File: src/crosspoint_relay_matrix_controller_assert.svh
// Assertion macros for the relay matrix controller top level.
`ifndef CROSSPOINT_RELAY_MATRIX_CONTROLLER_ASSERT_SVH
`define CROSSPOINT_RELAY_MATRIX_CONTROLLER_ASSERT_SVH

// Consequent must hold in the same cycle as the antecedent.
`define CRM_ASSERT_SAME(label, ante, cons, msg) \
  label: assert property (@(posedge clk) disable iff (!rst_n) (ante) |-> (cons)) \
    else $error(msg);

// Consequent must hold in the cycle after the antecedent.
`define CRM_ASSERT_NEXT(label, ante, cons, msg) \
  label: assert property (@(posedge clk) disable iff (!rst_n) (ante) |=> (cons)) \
    else $error(msg);

`endif

File: src/crm_pkg.sv
// Types and constants shared by the relay matrix controller.
package crm_pkg;

  localparam int CFG_IDX_W  = 3;
  localparam int CFG_DATA_W = 16;

  localparam logic [2:0] ACT_CONNECT    = 3'd0;
  localparam logic [2:0] ACT_DISCONNECT = 3'd1;
  localparam logic [2:0] ACT_SET_LEVEL  = 3'd2;
  localparam logic [2:0] ACT_CLEAR_ALL  = 3'd3;
  localparam logic [2:0] ACT_TICK       = 3'd4;

  localparam logic [2:0] CMD_NONE    = 3'd0;
  localparam logic [2:0] CMD_CLOSE   = 3'd1;
  localparam logic [2:0] CMD_OPEN    = 3'd2;
  localparam logic [2:0] CMD_SET     = 3'd3;
  localparam logic [2:0] CMD_RELEASE = 3'd4;

  localparam logic [CFG_IDX_W-1:0] CFG_LATCHING   = 3'd0;
  localparam logic [CFG_IDX_W-1:0] CFG_PULSE_TICKS = 3'd1;
  localparam logic [CFG_IDX_W-1:0] CFG_ROWS       = 3'd2;
  localparam logic [CFG_IDX_W-1:0] CFG_COLS       = 3'd3;
  localparam logic [CFG_IDX_W-1:0] CFG_ROW_LOCKS  = 3'd4;
  localparam logic [CFG_IDX_W-1:0] CFG_EXCL_COLS  = 3'd5;

  typedef struct packed {
    logic [2:0]  action;
    logic [3:0]  row;
    logic [4:0]  col;
    logic [15:0] level;
  } crm_in_t;

  typedef struct packed {
    logic [2:0]  command;
    logic [1:0]  cmd_row;
    logic [3:0]  cmd_col;
    logic [15:0] cmd_level;
    logic        accepted;
    logic        last;
  } crm_out_t;

  typedef enum logic [3:0] {
    ST_IDLE,
    ST_SCAN,
    ST_SCAN_LAST,
    ST_DECIDE,
    ST_CLR,
    ST_CLR_LAST,
    ST_TK_RD,
    ST_TK_CHK,
    ST_TK_WR,
    ST_FIN
  } crm_state_t;

endpackage

File: src/crm_ram.sv
// Generic single-write, single-read synchronous RAM with registered read data.
module crm_ram #(
  parameter int WIDTH = 8,
  parameter int DEPTH = 16
) (
  input  logic                                        clk,
  input  logic                                        we,
  input  logic [((DEPTH > 1) ? $clog2(DEPTH) : 1)-1:0] waddr,
  input  logic [WIDTH-1:0]                            wdata,
  input  logic [((DEPTH > 1) ? $clog2(DEPTH) : 1)-1:0] raddr,
  output logic [WIDTH-1:0]                            rdata
);

  logic [WIDTH-1:0] mem [DEPTH];

  always_ff @(posedge clk) begin
    if (we) begin
      mem[waddr] <= wdata;
    end
    rdata <= mem[raddr];
  end

endmodule

File: src/crosspoint_relay_matrix_controller.sv
// Top level of the crosspoint relay matrix controller: node map, pulse table and sequencer.
//
//   Channel  Ports                              Handshake
//   input    start, busy, in_req                beat taken when start is high and busy low
//   result   out_strobe, out_res                one beat per strobe cycle, no back-pressure
//   config   cfg_we, cfg_index, cfg_data        register written when cfg_we is high
//
// Connect, disconnect and set level make one map read per live row on the node's column,
// limited by the single read port of the node map.
// Clear all reads live_rows * live_cols nodes, one node per cycle through the same port.
// In latching mode a tick reads every pulse slot and writes back the node of each expired one.
// Reset is synchronous; per-entry valid bits stand for the cleared map, so no clearing pass.
// Results cannot be stalled; each one is shown for a single cycle.
module crosspoint_relay_matrix_controller
  import crm_pkg::*;
#(
  parameter int MAX_ROWS    = 4,
  parameter int MAX_COLS    = 16,
  parameter int PULSE_SLOTS = 8
) (
  input  logic                  clk,
  input  logic                  rst_n,
  input  logic                  start,
  output logic                  busy,
  input  crm_in_t               in_req,
  output logic                  out_strobe,
  output crm_out_t              out_res,
  input  logic                  cfg_we,
  input  logic [CFG_IDX_W-1:0]  cfg_index,
  input  logic [CFG_DATA_W-1:0] cfg_data
);

  `include "crosspoint_relay_matrix_controller_assert.svh"

  localparam int RW        = (MAX_ROWS > 1) ? $clog2(MAX_ROWS) : 1;
  localparam int CW        = (MAX_COLS > 1) ? $clog2(MAX_COLS) : 1;
  localparam int SW        = (PULSE_SLOTS > 1) ? $clog2(PULSE_SLOTS) : 1;
  localparam int MAP_AW    = RW + CW;
  localparam int MAP_DEPTH = 1 << MAP_AW;
  localparam int MW        = SW + 2;
  localparam int PW        = RW + CW + 32;
  localparam int E_CLOSED  = 0;
  localparam int E_PEND    = 1;

  // Configuration registers.
  logic        latching_r;
  logic [15:0] pulse_ticks_r;
  logic [2:0]  rows_in_use_r;
  logic [4:0]  cols_in_use_r;
  logic [15:0] row_lock_r;
  logic [15:0] excl_cols_r;

  crm_state_t state_r, state_nxt;
  logic [2:0]             act_r, act_nxt;
  logic [RW-1:0]          req_row_r, req_row_nxt;
  logic [CW-1:0]          req_col_r, req_col_nxt;
  logic [15:0]            level_r, level_nxt;
  logic                   rng_r, rng_nxt;
  logic                   blk_r, blk_nxt;
  logic [MW-1:0]          tgt_r, tgt_nxt;
  logic [RW-1:0]          scan_r, scan_nxt;
  logic                   chk_vld_r, chk_vld_nxt;
  logic [RW-1:0]          chk_row_r, chk_row_nxt;
  logic [RW-1:0]          cr_r, cr_nxt;
  logic [CW-1:0]          cc_r, cc_nxt;
  logic                   clr_vld_r, clr_vld_nxt;
  logic [RW-1:0]          clr_row_r, clr_row_nxt;
  logic [CW-1:0]          clr_col_r, clr_col_nxt;
  logic [SW-1:0]          slot_r, slot_nxt;
  logic [RW-1:0]          tk_row_r, tk_row_nxt;
  logic [CW-1:0]          tk_col_r, tk_col_nxt;
  logic [31:0]            tick_r, tick_nxt;
  logic [PULSE_SLOTS-1:0] act_vec_r, act_vec_nxt;
  logic                   held_vld_r, held_vld_nxt;
  crm_out_t               held_r, held_nxt;
  logic                   out_strobe_r, out_strobe_nxt;
  crm_out_t               out_res_r, out_res_nxt;
  logic [MAP_DEPTH-1:0]   map_vld_r;
  logic                   map_rvld_r;

  logic [3:0]        nr;
  logic [5:0]        nc;
  logic              in_rng;
  logic              free_any;
  logic [SW-1:0]     free_idx;
  logic              excl_col;
  logic [7:0]        col8;
  logic              map_rd, map_we;
  logic [MAP_AW-1:0] map_raddr, map_waddr;
  logic [MW-1:0]     map_wdata, map_rdata, map_qv;
  logic              pul_we;
  logic [SW-1:0]     pul_raddr, pul_waddr;
  logic [PW-1:0]     pul_wdata, pul_rdata;
  logic [31:0]       p_start;
  logic [RW-1:0]     p_row;
  logic [CW-1:0]     p_col;
  logic [31:0]       p_age;
  logic              p_expired;
  logic              tk_last;
  logic              emit_vld;
  crm_out_t          emit_res;
  logic              d_on, d_change, d_target, d_drive, d_acc;
  logic [2:0]        d_cmd;
  logic [15:0]       d_lvl;

  function automatic logic lock_bit(input logic [RW-1:0] a, input logic [RW-1:0] b,
                                    input logic [15:0] locks);
    logic [6:0] k;
    k = 7'(a) * 7'(MAX_ROWS) + 7'(b);
    return (k < 7'd16) && locks[k[3:0]];
  endfunction

  function automatic crm_out_t mk_res(input logic [2:0] cmd, input logic [RW-1:0] r,
                                      input logic [CW-1:0] c, input logic [15:0] lvl,
                                      input logic acc, input logic lst);
    logic [7:0] r8;
    logic [7:0] c8;
    crm_out_t   o;
    r8          = 8'(r);
    c8          = 8'(c);
    o.command   = cmd;
    o.cmd_row   = r8[1:0];
    o.cmd_col   = c8[3:0];
    o.cmd_level = lvl;
    o.accepted  = acc;
    o.last      = lst;
    return o;
  endfunction

  crm_ram #(
    .WIDTH (MW),
    .DEPTH (MAP_DEPTH)
  ) u_map_ram (
    .clk   (clk),
    .we    (map_we),
    .waddr (map_waddr),
    .wdata (map_wdata),
    .raddr (map_raddr),
    .rdata (map_rdata)
  );

  crm_ram #(
    .WIDTH (PW),
    .DEPTH (PULSE_SLOTS)
  ) u_pulse_ram (
    .clk   (clk),
    .we    (pul_we),
    .waddr (pul_waddr),
    .wdata (pul_wdata),
    .raddr (pul_raddr),
    .rdata (pul_rdata)
  );

  assign nr = ({1'b0, rows_in_use_r} > 4'(MAX_ROWS)) ? 4'(MAX_ROWS) : {1'b0, rows_in_use_r};
  assign nc = ({1'b0, cols_in_use_r} > 6'(MAX_COLS)) ? 6'(MAX_COLS) : {1'b0, cols_in_use_r};
  assign in_rng = (in_req.row < nr) && ({1'b0, in_req.col} < nc);

  assign col8     = 8'(req_col_r);
  assign excl_col = (col8 < 8'd16) && excl_cols_r[col8[3:0]];

  assign map_qv = map_rvld_r ? map_rdata : '0;

  assign {p_row, p_col, p_start} = pul_rdata;
  assign p_age     = tick_r - p_start;
  assign p_expired = p_age >= {16'd0, pulse_ticks_r};
  assign tk_last   = (6'(slot_r) == 6'(PULSE_SLOTS - 1));

  always_comb begin
    free_any = 1'b0;
    free_idx = '0;
    for (int i = PULSE_SLOTS - 1; i >= 0; i--) begin
      if (!act_vec_r[i]) begin
        free_any = 1'b1;
        free_idx = SW'(i);
      end
    end
  end

  always_comb begin
    state_nxt      = state_r;
    act_nxt        = act_r;
    req_row_nxt    = req_row_r;
    req_col_nxt    = req_col_r;
    level_nxt      = level_r;
    rng_nxt        = rng_r;
    blk_nxt        = blk_r;
    tgt_nxt        = tgt_r;
    scan_nxt       = scan_r;
    chk_vld_nxt    = 1'b0;
    chk_row_nxt    = chk_row_r;
    cr_nxt         = cr_r;
    cc_nxt         = cc_r;
    clr_vld_nxt    = 1'b0;
    clr_row_nxt    = clr_row_r;
    clr_col_nxt    = clr_col_r;
    slot_nxt       = slot_r;
    tk_row_nxt     = tk_row_r;
    tk_col_nxt     = tk_col_r;
    tick_nxt       = tick_r;
    act_vec_nxt    = act_vec_r;
    held_vld_nxt   = held_vld_r;
    held_nxt       = held_r;
    out_strobe_nxt = 1'b0;
    out_res_nxt    = out_res_r;
    map_rd         = 1'b0;
    map_raddr      = {scan_r, req_col_r};
    map_we         = 1'b0;
    map_waddr      = {req_row_r, req_col_r};
    map_wdata      = '0;
    pul_raddr      = slot_r;
    pul_we         = 1'b0;
    pul_waddr      = free_idx;
    pul_wdata      = {req_row_r, req_col_r, tick_r};
    emit_vld       = 1'b0;
    emit_res       = '0;
    d_on           = (level_r != 16'd0);
    d_change       = 1'b0;
    d_target       = 1'b0;
    d_drive        = 1'b0;
    d_acc          = 1'b0;
    d_cmd          = CMD_NONE;
    d_lvl          = '0;

    // Column scan data returning for a request.
    if (chk_vld_r) begin
      if (chk_row_r == req_row_r) begin
        tgt_nxt = map_qv;
      end else if ((lock_bit(req_row_r, chk_row_r, row_lock_r) ||
                    lock_bit(chk_row_r, req_row_r, row_lock_r) || excl_col) &&
                   (map_qv[E_CLOSED] || map_qv[E_PEND])) begin
        blk_nxt = 1'b1;
      end
    end

    // Node data returning during clear all.
    if (clr_vld_r && map_qv[E_CLOSED]) begin
      map_we    = 1'b1;
      map_waddr = {clr_row_r, clr_col_r};
      pul_wdata = {clr_row_r, clr_col_r, tick_r};
      if (latching_r) begin
        if (map_qv[E_PEND]) begin
          pul_we    = 1'b1;
          pul_waddr = map_qv[MW-1:2];
          map_wdata = {map_qv[MW-1:2], 1'b1, 1'b0};
          emit_vld  = 1'b1;
          emit_res  = mk_res(CMD_OPEN, clr_row_r, clr_col_r, '0, 1'b1, 1'b0);
        end else if (free_any) begin
          pul_we                = 1'b1;
          pul_waddr             = free_idx;
          act_vec_nxt[free_idx] = 1'b1;
          map_wdata             = {free_idx, 1'b1, 1'b0};
          emit_vld              = 1'b1;
          emit_res              = mk_res(CMD_OPEN, clr_row_r, clr_col_r, '0, 1'b1, 1'b0);
        end else begin
          map_wdata = {map_qv[MW-1:2], 1'b0, 1'b0};
        end
      end else begin
        map_wdata = {map_qv[MW-1:1], 1'b0};
        emit_vld  = 1'b1;
        emit_res  = mk_res(CMD_OPEN, clr_row_r, clr_col_r, '0, 1'b1, 1'b0);
      end
    end

    unique case (state_r)
      ST_IDLE: begin
        if (start) begin
          act_nxt      = in_req.action;
          req_row_nxt  = in_req.row[RW-1:0];
          req_col_nxt  = in_req.col[CW-1:0];
          level_nxt    = in_req.level;
          rng_nxt      = in_rng;
          blk_nxt      = 1'b0;
          tgt_nxt      = '0;
          scan_nxt     = '0;
          cr_nxt       = '0;
          cc_nxt       = '0;
          slot_nxt     = '0;
          held_vld_nxt = 1'b0;
          unique case (in_req.action) inside
            ACT_CONNECT, ACT_DISCONNECT, ACT_SET_LEVEL: begin
              state_nxt = in_rng ? ST_SCAN : ST_DECIDE;
            end
            ACT_CLEAR_ALL: begin
              state_nxt = ((nr == 4'd0) || (nc == 6'd0)) ? ST_FIN : ST_CLR;
            end
            ACT_TICK: begin
              tick_nxt  = tick_r + 32'd1;
              state_nxt = latching_r ? ST_TK_RD : ST_FIN;
            end
            default: begin
              state_nxt = ST_FIN;
            end
          endcase
        end
      end
      ST_SCAN: begin
        map_rd      = 1'b1;
        map_raddr   = {scan_r, req_col_r};
        chk_vld_nxt = 1'b1;
        chk_row_nxt = scan_r;
        if (4'(scan_r) == nr - 4'd1) begin
          state_nxt = ST_SCAN_LAST;
        end else begin
          scan_nxt = scan_r + RW'(1);
        end
      end
      ST_SCAN_LAST: begin
        state_nxt = ST_DECIDE;
      end
      ST_DECIDE: begin
        if (rng_r) begin
          case (act_r)
            ACT_CONNECT: begin
              if (blk_r) begin
                d_acc = 1'b0;
              end else if (tgt_r[E_CLOSED]) begin
                d_acc = 1'b1;
              end else begin
                d_change = 1'b1;
                d_target = 1'b1;
                d_cmd    = CMD_CLOSE;
              end
            end
            ACT_DISCONNECT: begin
              if (!tgt_r[E_CLOSED]) begin
                d_acc = 1'b1;
              end else begin
                d_change = 1'b1;
                d_target = 1'b0;
                d_cmd    = CMD_OPEN;
              end
            end
            ACT_SET_LEVEL: begin
              if (d_on && blk_r) begin
                d_acc = 1'b0;
              end else if (latching_r && (tgt_r[E_CLOSED] == d_on)) begin
                d_acc = 1'b1;
              end else begin
                d_change = 1'b1;
                d_target = d_on;
                d_cmd    = CMD_SET;
                d_lvl    = level_r;
              end
            end
            default: begin
              d_acc = 1'b0;
            end
          endcase
        end
        if (d_change) begin
          if (latching_r) begin
            if (!tgt_r[E_PEND] && free_any) begin
              d_acc                 = 1'b1;
              d_drive               = 1'b1;
              d_cmd                 = d_target ? CMD_CLOSE : CMD_OPEN;
              d_lvl                 = '0;
              map_we                = 1'b1;
              map_wdata             = {free_idx, 1'b1, d_target};
              pul_we                = 1'b1;
              act_vec_nxt[free_idx] = 1'b1;
            end else begin
              d_acc = 1'b0;
            end
          end else begin
            d_acc     = 1'b1;
            d_drive   = 1'b1;
            map_we    = 1'b1;
            map_wdata = {tgt_r[MW-1:1], d_target};
          end
        end
        out_strobe_nxt = 1'b1;
        if (d_drive) begin
          out_res_nxt = mk_res(d_cmd, req_row_r, req_col_r, d_lvl, d_acc, 1'b1);
        end else begin
          out_res_nxt = mk_res(CMD_NONE, '0, '0, '0, d_acc, 1'b1);
        end
        state_nxt = ST_IDLE;
      end
      ST_CLR: begin
        map_rd      = 1'b1;
        map_raddr   = {cr_r, cc_r};
        clr_vld_nxt = 1'b1;
        clr_row_nxt = cr_r;
        clr_col_nxt = cc_r;
        if (6'(cc_r) == nc - 6'd1) begin
          cc_nxt = '0;
          if (4'(cr_r) == nr - 4'd1) begin
            state_nxt = ST_CLR_LAST;
          end else begin
            cr_nxt = cr_r + RW'(1);
          end
        end else begin
          cc_nxt = cc_r + CW'(1);
        end
      end
      ST_CLR_LAST: begin
        state_nxt = ST_FIN;
      end
      ST_TK_RD: begin
        pul_raddr = slot_r;
        if (act_vec_r[slot_r]) begin
          state_nxt = ST_TK_CHK;
        end else if (tk_last) begin
          state_nxt = ST_FIN;
        end else begin
          slot_nxt = slot_r + SW'(1);
        end
      end
      ST_TK_CHK: begin
        if (p_expired) begin
          map_rd              = 1'b1;
          map_raddr           = {p_row, p_col};
          tk_row_nxt          = p_row;
          tk_col_nxt          = p_col;
          act_vec_nxt[slot_r] = 1'b0;
          emit_vld            = 1'b1;
          emit_res            = mk_res(CMD_RELEASE, p_row, p_col, '0, 1'b1, 1'b0);
          state_nxt           = ST_TK_WR;
        end else if (tk_last) begin
          state_nxt = ST_FIN;
        end else begin
          slot_nxt  = slot_r + SW'(1);
          state_nxt = ST_TK_RD;
        end
      end
      ST_TK_WR: begin
        map_we    = 1'b1;
        map_waddr = {tk_row_r, tk_col_r};
        map_wdata = {map_qv[MW-1:2], 1'b0, map_qv[E_CLOSED]};
        if (tk_last) begin
          state_nxt = ST_FIN;
        end else begin
          slot_nxt  = slot_r + SW'(1);
          state_nxt = ST_TK_RD;
        end
      end
      ST_FIN: begin
        if (held_vld_r) begin
          out_strobe_nxt   = 1'b1;
          out_res_nxt      = held_r;
          out_res_nxt.last = 1'b1;
        end else if (act_r == ACT_CLEAR_ALL) begin
          out_strobe_nxt = 1'b1;
          out_res_nxt    = mk_res(CMD_NONE, '0, '0, '0, 1'b1, 1'b1);
        end
        held_vld_nxt = 1'b0;
        state_nxt    = ST_IDLE;
      end
      default: begin
        state_nxt = ST_IDLE;
      end
    endcase

    // One result is held back so that the final one can carry the last flag.
    if (emit_vld) begin
      if (held_vld_r) begin
        out_strobe_nxt = 1'b1;
        out_res_nxt    = held_r;
      end
      held_nxt     = emit_res;
      held_vld_nxt = 1'b1;
    end
  end

  always_ff @(posedge clk) begin
    if (!rst_n) begin
      latching_r    <= 1'b0;
      pulse_ticks_r <= '0;
      rows_in_use_r <= 3'd4;
      cols_in_use_r <= 5'd16;
      row_lock_r    <= '0;
      excl_cols_r   <= '0;
      state_r       <= ST_IDLE;
      chk_vld_r     <= 1'b0;
      clr_vld_r     <= 1'b0;
      tick_r        <= '0;
      act_vec_r     <= '0;
      held_vld_r    <= 1'b0;
      out_strobe_r  <= 1'b0;
      map_vld_r     <= '0;
      map_rvld_r    <= 1'b0;
    end else begin
      if (cfg_we) begin
        unique case (cfg_index)
          CFG_LATCHING:    latching_r    <= cfg_data[0];
          CFG_PULSE_TICKS: pulse_ticks_r <= cfg_data;
          CFG_ROWS:        rows_in_use_r <= cfg_data[2:0];
          CFG_COLS:        cols_in_use_r <= cfg_data[4:0];
          CFG_ROW_LOCKS:   row_lock_r    <= cfg_data;
          CFG_EXCL_COLS:   excl_cols_r   <= cfg_data;
          default: begin
          end
        endcase
      end
      state_r      <= state_nxt;
      chk_vld_r    <= chk_vld_nxt;
      clr_vld_r    <= clr_vld_nxt;
      tick_r       <= tick_nxt;
      act_vec_r    <= act_vec_nxt;
      held_vld_r   <= held_vld_nxt;
      out_strobe_r <= out_strobe_nxt;
      map_rvld_r   <= map_vld_r[map_raddr];
      if (map_we) begin
        map_vld_r[map_waddr] <= 1'b1;
      end
    end
  end

  always_ff @(posedge clk) begin
    act_r     <= act_nxt;
    req_row_r <= req_row_nxt;
    req_col_r <= req_col_nxt;
    level_r   <= level_nxt;
    rng_r     <= rng_nxt;
    blk_r     <= blk_nxt;
    tgt_r     <= tgt_nxt;
    scan_r    <= scan_nxt;
    chk_row_r <= chk_row_nxt;
    cr_r      <= cr_nxt;
    cc_r      <= cc_nxt;
    clr_row_r <= clr_row_nxt;
    clr_col_r <= clr_col_nxt;
    slot_r    <= slot_nxt;
    tk_row_r  <= tk_row_nxt;
    tk_col_r  <= tk_col_nxt;
    held_r    <= held_nxt;
    out_res_r <= out_res_nxt;
  end

  assign busy       = (state_r != ST_IDLE);
  assign out_strobe = out_strobe_r;
  assign out_res    = out_res_r;

  `CRM_ASSERT_NEXT(a_accept_busy, start && !busy, busy,
                   "Accepted beat did not make the block busy.")
  `CRM_ASSERT_SAME(a_more_results, out_strobe && !out_res.last, busy,
                   "Non-final result shown after the sequencer went idle.")
  `CRM_ASSERT_SAME(a_none_is_last, out_strobe && (out_res.command == CMD_NONE), out_res.last,
                   "Result without a drive command is not the final one.")
  `CRM_ASSERT_SAME(a_map_rw_clash, map_we && map_rd, map_waddr != map_raddr,
                   "Node map read and written at the same entry in one cycle.")

endmodule
File: config.mk
export PLATFORM = sky130hd
export DESIGN_NAME = crosspoint_relay_matrix_controller
export DESIGN_NICKNAME = d
export VERILOG_FILES = /design/src/crm_pkg.sv /design/src/crm_ram.sv /design/src/crosspoint_relay_matrix_controller.sv
export VERILOG_INCLUDE_DIRS = /design/src /design/src/src
export SDC_FILE = /design/constraint.sdc
export NUM_CORES = 1
export LEC_CHECK = 0
export BUFFER_PORTS_ARGS = -buffer_cell sky130_fd_sc_hd__buf_2
export CORE_MARGIN = 4
export CORE_UTILIZATION = 35
export CTS_BUF_LIST = sky130_fd_sc_hd__clkbuf_8
export CTS_CLUSTER_DIAMETER = 30
export CTS_CLUSTER_SIZE = 28
export DETAILED_ROUTE_END_ITERATION = 12
export MAX_ROUTING_LAYER = met4
export PLACE_DENSITY = 0.53
export SLEW_MARGIN = 10
export SYNTH_ARGS = -nofsm -noshare
export SYNTH_HDL_FRONTEND = slang
export SYNTH_HIERARCHICAL = 1
export SYNTH_SLANG_ARGS = --single-unit
File: constraint.sdc
create_clock -name clk -period 8.4 [get_ports clk]
set_input_delay 0.84 -clock clk [delete_from_list [all_inputs] [get_ports clk]]
set_output_delay 0.84 -clock clk [all_outputs]
set_load 0.02 [all_outputs]
==> metrics <==
Iteration-0 DRC Markers 1684; maxcap violations 0; Std-Cell Core Area 111000 sq um; hold-critical path depth 1; synth cell count leaders edfxtp_1 (684), nor2_1 (317), nand2_1 (251); yosys warns 6; Sw Ratio ~31%; final setup violating endpoints 0; post-synthesis async set-or-reset flop share 0%; Hold WC Path Type primary input to flop; Pwr Density ~300 nW/um^2; via/cell ratio roughly 5.3; area leader, netlist edfxtp_1; Final Hold Vio Count 0; Util after Layout 41.0%; fmax around 140 MHz; outcome finished, final reports clean; share of layout cells above drive strength 1 a little over a fifth; grt ovf 0; die extent in y 343 um; fin crit share 83.6%; Post CTS Setup Buffer Count 0; Worst-Margin Slew 1.13 ns; min cycle time layout 7.03 ns; die area 118000 sq um; critical path class flop to flop; sequential power share 39.9%; Critical Path Source Type flop; root buffer cell clkbuf_8; Post-Route Setup TNS 0 ns; routability cong. between 0.8 and 0.9; DRC errors left 0; CTS Sinks 930; Peak VDD IR 0.000185 V; worst path required time 9.12 ns; Lkg Pwr ~16 nW; drt first pass iters 7; TritonCTS clock tree built; IO buf count 79; post-synth top area share 52.1%; Clk network pwr share 37.8%; CP endpoint kind flop; CP arrival 7.74 ns; H-Tree Depth 4; hpwl dp 62.5 mm; largest net degree at the start of global routing 87; Max FO, Critical Path 42; vias after detailed routing 24600; final net count roughly 3100; top_reg_cell synth edfxtp_1; Initial Utilization between 30 and 40%; Row Count roughly 120; Slew Limit Fails 0; mapped cell area 39400 sq um; post-synth net total 2967; Seq/Total Area, Yosys 64.6%; slowest cell delay on critical path 0.80 ns; Comb pwr share about 22%; Post-Syn Area per Cell 13.8 sq um; Max-slew headroom 24.7%; Netlist cell types 84; post-CTS sizing 0; Clock Latency Late Sink 0.88 ns; Yosys reg bits 930; r2r worst-path depth 25; gr usage total 17.0%; number of synthesized flops with an enable pin just under 700; CTS max path bufs 3; Post-CTS Hold Buffers 0; cell mode on critical path nor2_1; P_int between 9 and 10 mW; TritonCTS Buffers 187; Detail Route Antenna Nets 0; first-pass GRT wire length 150 mm; Cells after Synth 2855; crit path max-delay cell type a221o_4; chip width ~340 um; count leader, synth edfxtp_1; CTS clk-pin slew, worst paths 0.07 ns; wire length per cell 21.0 um; main area contributors after synthesis edfxtp_1 (52%), dfxtp_1 (13%), mux4_2 (8.5%); Final Skew 0.0854 ns; RSZ-0062 raised after global routing false; vias in the first global route 25400; switching power 4.21 mW; final WL 98.1 mm; Layout area overhead 15.9%; antenna violations before repair 1; I/O pin cnt 80
## state kept, by name, indices dropped and copies added, names as in the netlist, 27 cells and up
signal,flops
out_res,27
map_vld_r,64
u_pulse_ram/rdata,38
tick_r,32
u_pulse_ram/mem,304
u_map_ram/mem,320
## critical path, delay by kind of cell, from the launching register on
kind / cells / cell delay (ns)
AO/OA/AOI/OAI: 9 / 2.85
AND/OR/NAND/NOR: 9 / 1.40
multiplexers: 1 / 0.54
XOR/XNOR: 1 / 0.13
flip-flops: 1 / 0.58
buffers and inverters: 2 / 0.42
adder cells (fa/ha/maj): 3 / 0.92
## stage by stage
step | setup slack, ns | power, mW | hold slack (ns) | area, sq um | instances
3_3_place_gp | 1.38 | 8.45 | 0.434 | 41400 | 4321
6_report | 1.37 | 13.5 | 0.159 | 45700 | 4679
2_1_floorplan | 2.07 | 7.66 | 0.418 | 39400 | 2855
5_1_grt | 0.759 | 14.1 | 0.0958 | 45700 | 4678
3_5_place_dp | 1.34 | 8.48 | 0.443 | 41400 | 4321
4_1_cts | 1.30 | 13.6 | 0.0626 | 45600 | 4674
## worst paths after layout
kind / startpoint / end / slack [ns]
worst min-delay path: in_req[21] / req_row_r[0]$_DFFE_PP_ / 0.16
worst max register to register: tick_r[0]$_SDFFE_PN0P_ / u_map_ram/rdata[4]$_DFF_P_ / 1.37
worst min register to register: held_r[19]$_DFFE_PN_ / out_res[19]$_DFF_P_ / 0.42
worst max-delay path: tick_r[0]$_SDFFE_PN0P_ / u_map_ram/rdata[4]$_DFF_P_ / 1.37
## power groups by stage
| stage | sequential, mW | combinational, mW | clock, mW |
|---|---|---|---|
| 6_report | 5.38 | 3.01 | 5.10 |
| 5_1_grt | 5.40 | 3.26 | 5.46 |
| 4_1_cts | 5.37 | 3.03 | 5.24 |
| 3_5_place_dp | 5.47 | 3.01 | 0 |
| 3_3_place_gp | 5.46 | 2.98 | 0 |
| 2_1_floorplan | 5.37 | 2.29 | 0 |
## routing by layer
layer | part of all wire, % | GRT usage (%) | vias to the layer above
met2 | 50 | 28.3 | 736
met3 | 5.6 | 3.34 | 197
met1 | 42 | 20.8 | 12500
li1 | - | - | 11200
met4 | 2.4 | 5.77 | 0
met5 | 0 | - | -
## cell usage in the layout, fill, tap and decap left out, drive strengths merged, types with 25 or more instances in the layout
cell    instances
a22oi          36
nand2b         25
nor2          317
a21oi         155
ha             60
nor3           45
inv           144
edfxtp        684
nand3          52
o22ai          26
mux2           70
clkinv         64
clkbuf        195
xor2           28
dfxtp         246
xnor2          35
nor2b          33
o21ai          80
mux2i          40
a31oi          53
nand2         252
mux4          159
buf           117
## layout make-up
type / count / area, sq um
Antenna cell: 3 / 7.51
Inverter: 89 / 337
Sequential cell: 930 / 25500
Fill cell: 10200 / 65600
Clock inverter: 159 / 1590
Timing Repair Buffer: 118 / 723
Clock buffer: 194 / 2670
Tap cell: 1488 / 1860
Multi-Input combinational cell: 1698 / 13000
## cell families (layout without fill, tap and decap cells)
| logic type | count (synthesis) | count (layout) | synth area share, % |
|---|---|---|---|
| AOI/OAI and AO/OA | 470 | 470 | 7.62 |
| other | 0 | 3 | 0 |
| xor gates and xnor gates | 63 | 63 | 1.40 |
| buffers and inverters | 227 | 560 | 2.68 |
| and+or+nand+nor | 835 | 835 | 9.47 |
| adders and majority gates | 61 | 61 | 1.96 |
| muxes | 269 | 269 | 12.2 |
| DFF | 930 | 930 | 64.6 |
Power figures use the tool's default switching activity.
